==> src/tlpq_pkg.sv <==
// Shared types and constants for the two-level process queue.
// Used by the cell chain, the top level and the port checker.
package tlpq_pkg;

  localparam int KIND_W   = 2;
  localparam int PID_W    = 16;
  localparam int STATUS_W = 2;

  typedef enum logic [KIND_W-1:0] {
    KIND_ADD = 2'd0,
    KIND_RUN = 2'd1,
    KIND_END = 2'd2
  } kind_t;

  typedef enum logic [STATUS_W-1:0] {
    ST_DONE  = 2'd0,
    ST_EMPTY = 2'd1,
    ST_FULL  = 2'd2
  } status_t;

  // Command broadcast to every cell of the chain
  typedef enum logic [2:0] {
    OP_HOLD,
    OP_INS_PREF,
    OP_INS_COMMON,
    OP_POP,
    OP_ROTATE
  } cell_op_t;

  // Occupancy flags that a cell shows to its neighbors
  typedef struct packed {
    logic valid;
    logic pref;
  } cell_flags_t;

endpackage

==> src/tlpq_cell.sv <==
// One slot of the queue chain: valid bit, queue flag and process ID.
// Depends on tlpq_pkg for the cell command and flag types.
module tlpq_cell #(
  parameter int ID_WIDTH = 16
) (
  input  logic                  clk,
  input  logic                  rst_n,
  input  tlpq_pkg::cell_op_t    op,
  input  logic [ID_WIDTH-1:0]   ins_id,
  input  logic [ID_WIDTH-1:0]   head_id,
  input  tlpq_pkg::cell_flags_t left_flags,
  input  logic [ID_WIDTH-1:0]   left_id,
  input  tlpq_pkg::cell_flags_t right_flags,
  input  logic [ID_WIDTH-1:0]   right_id,
  output tlpq_pkg::cell_flags_t flags,
  output logic [ID_WIDTH-1:0]   id
);
  import tlpq_pkg::*;

  logic                valid_r, valid_nxt;
  logic                pref_r, pref_nxt;
  logic [ID_WIDTH-1:0] id_r, id_nxt;

  // Preferred entries sit in front of common ones, head at the chain's left end.
  always_comb begin
    valid_nxt = valid_r;
    pref_nxt  = pref_r;
    id_nxt    = id_r;
    case (op)
      OP_INS_PREF: begin
        if (!(valid_r && pref_r)) begin
          if (left_flags.valid && left_flags.pref) begin
            valid_nxt = 1'b1;
            pref_nxt  = 1'b1;
            id_nxt    = ins_id;
          end else begin
            // make room: shift the common part one place right
            valid_nxt = left_flags.valid;
            pref_nxt  = left_flags.pref;
            id_nxt    = left_id;
          end
        end
      end
      OP_INS_COMMON: begin
        if (!valid_r && left_flags.valid) begin
          valid_nxt = 1'b1;
          pref_nxt  = 1'b0;
          id_nxt    = ins_id;
        end
      end
      OP_POP: begin
        valid_nxt = right_flags.valid;
        pref_nxt  = right_flags.pref;
        id_nxt    = right_id;
      end
      OP_ROTATE: begin
        if (valid_r && !right_flags.valid) begin
          // last occupied slot takes the old head as a common entry
          valid_nxt = 1'b1;
          pref_nxt  = 1'b0;
          id_nxt    = head_id;
        end else begin
          valid_nxt = right_flags.valid;
          pref_nxt  = right_flags.pref;
          id_nxt    = right_id;
        end
      end
      default: begin
        valid_nxt = valid_r;
      end
    endcase
  end

  always_ff @(posedge clk) begin
    if (!rst_n) begin
      valid_r <= 1'b0;
    end else begin
      valid_r <= valid_nxt;
    end
    pref_r <= pref_nxt;
    id_r   <= id_nxt;
  end

  assign flags.valid = valid_r;
  assign flags.pref  = pref_r;
  assign id          = id_r;

endmodule

==> src/two_level_process_queue.sv <==
// Two-level process queue: a chain of DEPTH cells, preferred IDs ahead of common IDs.
// The result is registered and shows in the cycle after the item is accepted.
// Throughput: one item per cycle unless out_ready stalls; cells shift/hold in step.
// Reset clears the cell valid bits, the entry count and the result valid; the
// stored IDs are not cleared and no clearing pass is needed.
// Depends on tlpq_pkg and tlpq_cell.
module two_level_process_queue #(
  parameter int DEPTH    = 16,
  parameter int ID_WIDTH = 16,
  localparam int CNT_W   = $clog2(DEPTH + 1)
) (
  input  logic                          clk,
  input  logic                          rst_n,
  input  logic                          in_valid,
  output logic                          in_ready,
  input  logic [tlpq_pkg::KIND_W-1:0]   in_kind,
  input  logic [tlpq_pkg::PID_W-1:0]    in_process_id,
  input  logic                          in_preferred,
  output logic                          out_valid,
  input  logic                          out_ready,
  output logic [tlpq_pkg::STATUS_W-1:0] out_status,
  output logic [tlpq_pkg::PID_W-1:0]    out_served_id,
  output logic                          out_served_was_preferred,
  output logic [CNT_W-1:0]              out_total_count
);
  import tlpq_pkg::*;

  cell_flags_t         cell_f [DEPTH];
  logic [ID_WIDTH-1:0] cell_id [DEPTH];
  cell_op_t            op;
  logic                accept;
  logic [ID_WIDTH-1:0] ins_id;

  logic [CNT_W-1:0]    total_r, total_nxt;
  logic                out_valid_r;
  status_t             out_status_r, status_nxt;
  logic [PID_W-1:0]    out_id_r, served_nxt;
  logic                out_pref_r, pref_nxt;
  logic [CNT_W-1:0]    out_total_r;

  assign in_ready = !out_valid_r || out_ready;
  assign accept   = in_valid && in_ready;
  assign ins_id   = ID_WIDTH'(in_process_id);

  always_comb begin
    op         = OP_HOLD;
    status_nxt = ST_DONE;
    served_nxt = '0;
    pref_nxt   = 1'b0;
    total_nxt  = total_r;
    case (kind_t'(in_kind))
      KIND_ADD: begin
        if (total_r == CNT_W'(DEPTH)) begin
          status_nxt = ST_FULL;
        end else begin
          op         = in_preferred ? OP_INS_PREF : OP_INS_COMMON;
          served_nxt = PID_W'(ins_id);
          pref_nxt   = in_preferred;
          total_nxt  = total_r + CNT_W'(1);
        end
      end
      KIND_RUN, KIND_END: begin
        if (total_r == '0) begin
          status_nxt = ST_EMPTY;
        end else begin
          served_nxt = PID_W'(cell_id[0]);
          pref_nxt   = cell_f[0].pref;
          if (kind_t'(in_kind) == KIND_RUN) begin
            op = OP_ROTATE;
          end else begin
            op        = OP_POP;
            total_nxt = total_r - CNT_W'(1);
          end
        end
      end
      default: begin
        op = OP_HOLD;
      end
    endcase
    // hold the chain while no item is taken
    if (!accept) begin
      op = OP_HOLD;
    end
  end

  for (genvar g = 0; g < DEPTH; g++) begin : g_cell
    cell_flags_t         lf, rf;
    logic [ID_WIDTH-1:0] lid, rid;

    if (g == 0) begin : g_first
      // front of the chain looks like an occupied preferred slot
      assign lf.valid = 1'b1;
      assign lf.pref  = 1'b1;
      assign lid      = '0;
    end else begin : g_mid_l
      assign lf  = cell_f[g-1];
      assign lid = cell_id[g-1];
    end

    if (g == DEPTH - 1) begin : g_last
      assign rf.valid = 1'b0;
      assign rf.pref  = 1'b0;
      assign rid      = '0;
    end else begin : g_mid_r
      assign rf  = cell_f[g+1];
      assign rid = cell_id[g+1];
    end

    tlpq_cell #(
      .ID_WIDTH(ID_WIDTH)
    ) u_cell (
      .clk        (clk),
      .rst_n      (rst_n),
      .op         (op),
      .ins_id     (ins_id),
      .head_id    (cell_id[0]),
      .left_flags (lf),
      .left_id    (lid),
      .right_flags(rf),
      .right_id   (rid),
      .flags      (cell_f[g]),
      .id         (cell_id[g])
    );
  end

  always_ff @(posedge clk) begin
    if (!rst_n) begin
      total_r     <= '0;
      out_valid_r <= 1'b0;
    end else begin
      if (accept) begin
        total_r     <= total_nxt;
        out_valid_r <= 1'b1;
      end else if (out_ready) begin
        out_valid_r <= 1'b0;
      end
    end
    if (accept) begin
      out_status_r <= status_nxt;
      out_id_r     <= served_nxt;
      out_pref_r   <= pref_nxt;
      out_total_r  <= total_nxt;
    end
  end

  assign out_valid                = out_valid_r;
  assign out_status               = out_status_r;
  assign out_served_id            = out_id_r;
  assign out_served_was_preferred = out_pref_r;
  assign out_total_count          = out_total_r;

endmodule

==> config.mk <==
export PLATFORM = sky130hd
export DESIGN_NAME = two_level_process_queue
export DESIGN_NICKNAME = d
export VERILOG_FILES = /design/src/tlpq_pkg.sv /design/src/tlpq_cell.sv /design/src/two_level_process_queue.sv
export SDC_FILE = /design/constraint.sdc
export NUM_CORES = 1
export LEC_CHECK = 0
export BUFFER_PORTS_ARGS = -buffer_cell sky130_fd_sc_hd__buf_2
export CAP_MARGIN = 20
export CELL_PAD_IN_SITES_DETAIL_PLACEMENT = 1
export CELL_PAD_IN_SITES_GLOBAL_PLACEMENT = 1
export CORE_ASPECT_RATIO = 1.1
export CORE_MARGIN = 3
export CORE_UTILIZATION = 52
export CTS_CLUSTER_SIZE = 30
export DETAILED_ROUTE_END_ITERATION = 10
export GPL_ROUTABILITY_DRIVEN = 0
export PLACE_DENSITY_LB_ADDON = 0.05
export SLEW_MARGIN = 10
export SYNTH_ARGS = -nofsm -noshare
export SYNTH_HDL_FRONTEND = slang
export SYNTH_SLANG_ARGS = --single-unit
==> constraint.sdc <==
create_clock -name clk -period 4.5 [get_ports clk]
set_clock_uncertainty 0.1 [all_clocks]
set_input_delay 0.45 -clock clk [delete_from_list [all_inputs] [get_ports clk]]
set_output_delay 0.45 -clock clk [all_outputs]
set_load 0.1 [all_outputs]
==> summary.txt <==
Detailed routing
  – Antenna viol nets, final: 0
  – First-pass DRT Iterations: 6
  – 1st-iter DRT viols: 1,624
  – Number of remaining DRC errors: 0
  – Mean number of vias per cell: 7.39
  – Detailed Route WL: 68.7 mm
  – Via Count: 16,800
  – Routed length per instance: 30.2 µm

STA
  – Final worst-path cycle share: 82.8%
  – Setup TNS: 0 ns
  – Worst Hold Margin: 0.125 ns
  – Slew @ Worst Pin: 1.10 ns
  – Hold violation count in the final report: 0
  – Clock period minus final worst setup slack: 3.73 ns
  – Worst slew margin relative to its limit: 26.2%
  – Fmax: 268 MHz
  – Final setup violation count: 0
  – Fin. max-slew vios: 0
  – Unrepaired setup endpoints after global routing: false

Global route
  – Largest net degree at the start of global routing: 37
  – GR Overflow Total: 0
  – Number of global-route vias before repair: 17,700
  – Initial antenna violation count: 1
  – Wire length of the first global-routing pass: 106 mm
  – Total global routing track utilization: 33.5%

Die
  – Height of the die: 211 µm
  – Starting Density: 53.0%
  – Area of the die: 0.0404 mm²
  – Horizontal die dimension: 192 µm
  – Site Rows: 74
  – Top-Level Pins: 49
  – Core Region: 0.0373 mm²

Final layout
  – Final net count: 1,783
  – Area growth syn-to-layout: 7.93%
  – Share of cells above drive strength 1: 14.2%
  – Most common cell after layout, fill and taps aside: edfxtp_1
  – Most used cells in the layout excluding fill and tap cells: 296 x edfxtp_1, 169 x mux2i_1, 156 x a22oi_1

Logic synthesis
  – Count of yosys warnings during synthesis: 0
  – Count of mapped cells out of synthesis: 1,817
  – Net Count, Synth: 1,846
  – Largest family of logic cells by synthesized area: compound AO/OA/AOI/OAI gates
  – Post-synth EDFFs: 296
  – Synthesized-area fraction occupied by ao, oa, aoi and oai cells: 27.7%
  – Async S/R FF share, synth: 0%
  – Average cell area after synthesis: 10.9 µm²
  – Synth unique cells: 81
  – Post-synthesis adder-cell area fraction: 0.380%
  – Post-synthesis simple-gate area fraction: 9.24%
  – Register bit count reported by yosys: 318
  – Sequential fraction of the synthesis area: 47.2%
  – Post-synthesis xor/xnor area fraction: 0.0886%
  – Mux contribution to synthesized area: 8.67%
  – Top flip-flop cell by instance count after synthesis: edfxtp_1
  – Cell area after synthesis: 0.0198 mm²

Worst setup path
  – Data required time of the critical path: 4.56 ns
  – Setup slack on the worst flop-to-flop path: 0.77 ns
  – Critical path endpoint category: register
  – Critical Path Source Type: register
  – Crit path max fanout: 16
  – Arrival time at the worst endpoint: 3.78 ns
  – Type of the setup path with the least slack: register to register

CTS
  – Clock buffer count from CTS: 38
  – Maximum level of the CTS H-tree: 2
  – # resized after CTS: 0
  – Master cell of the clock root buffer: clkbuf_16
  – Hold bufs inserted after CTS: 0
  – Setup Buffers After CTS: 0
  – Clock Path Buffers: 3
  – Insertion delay to the later sink of the worst-skew pair: 0.55 ns
  – Total number of clock tree sinks: 318
  – TritonCTS clock tree: done
  – Clock-pin slew on the worst setup and hold paths: 0.06 ns

Pwr
  – Worst-case vdd ir drop: 0.274 mV
  – Leakage power of the design: 0.00781 µW
  – Total power per unit cell area: 385 mW/mm²

Place
  – Total of buffers placed on input and output ports: 48
  – Estimated wirelength of the detail-placed design: 48.7 mm

Worst hold path
  – Worst hold path type: input pin to register

Run status
  – Run status: finished clean

Run
  – Max-Cap Viols: 0
[where the power goes]
| group | switching (µW) | internal (µW) | leakage [µW] |
|---|---|---|---|
| Clock | 1280 | 1770 | 0.000579 |
| Sequential | 190 | 3550 | 0.00292 |
| Combinational | 1010 | 429 | 0.00431 |
[synth_stat cells, drive strengths merged, types with 18 or more instances]
cell type	instances	share of area, %
nand2	146	2.9
a21boi	20	0.76
clkbuf	124	2.4
a22oi	156	5.9
a221oi	79	3.8
edfxtp	296	45
dfxtp	22	2.2
a32oi	65	2.9
nand3	66	1.7
a21oi	36	0.97
a222oi	18	0.91
o211ai	74	2.8
inv	47	0.89
mux2i	169	8.6
nor2	53	1.0
buf	96	3.5
a211oi	21	1.5
o21ai	159	4.1
[layout make-up]
type	count	area, µm²
Clock buffer	51	1060
Multi-Input combinational cell	1232	9230
Antenna cell	1	2.50
Fill cell	3909	16000
Clock inverter	19	136
Inverter	47	176
Timing Repair Buffer	117	798
Sequential cell	318	9330
Tap cell	494	618
[routing by layer]
layer  GRT usage (%)  part of all wire, %  up-vias
li1                -                    -     7190
met1            43.3                   40     8764
met2            56.3                   49      700
met3            4.34                  5.9      178
met4            14.7                  4.5        0
met5               0                    0        -
[through the flow]
stage / instance area [µm²] / cells / util [%] / setup slack, ns / total power [µW]
finish: 21300 / 2279 / 57.2 / 0.773 / 8230
global route: 21300 / 2278 / 57.2 / 0.556 / 8490
CTS: 21300 / 2274 / 57.0 / 0.844 / 8230
detailed placement: 20100 / 2204 / 53.8 / 0.660 / 5190
global placement: 20100 / 2203 / 53.8 / 0.842 / 5140
floorplan: 19800 / 1817 / - / 0.412 / 4770
[path summary, 6_finish.rpt]
path	start	to	depth (start not counted)
min reg2reg	g_cell[1].u_cell.id[13]$_DFFE_PP_	g_cell[0].u_cell.id[13]$_DFFE_PP_	2
max reg2reg	total_r[0]$_SDFFE_PN0P_	g_cell[4].u_cell.id[8]$_DFFE_PP_	9
min	in_valid	out_valid$_SDFFE_PN0P_	3
max	total_r[0]$_SDFFE_PN0P_	g_cell[4].u_cell.id[8]$_DFFE_PP_	9
[flip-flops by register name, indices dropped and copies added, names as in the netlist]
signal,cells
total_r,5
out_status,2
g_cell.u_cell.valid_r,16
g_cell.u_cell.pref_r,16
g_cell.u_cell.id,256
out_total_count,5
out_valid,1
out_served_id,16
out_served_was_preferred,1
[worst max-delay path, cell delays in order, from the launching register on]
cell	delay [ns]
dfxtp_1	0.45
inv_1	0.13
ha_1	0.28
nor3b_2	0.18
buf_4	0.20
o211ai_1	0.45
nor3_2	0.19
buf_4	0.22
a31oi_1	0.25
a21boi_2	0.87
[kinds of logic after synthesis]
| kind of cell | after synthesis |
|---|---|
| simple gates | 332 |
| mux | 171 |
| xor+xnor | 2 |
| fa+ha+maj | 6 |
| buf+inv | 267 |
| flops | 318 |
| compound gates | 721 |
No activity file was read; power rests on OpenSTA's default activity.
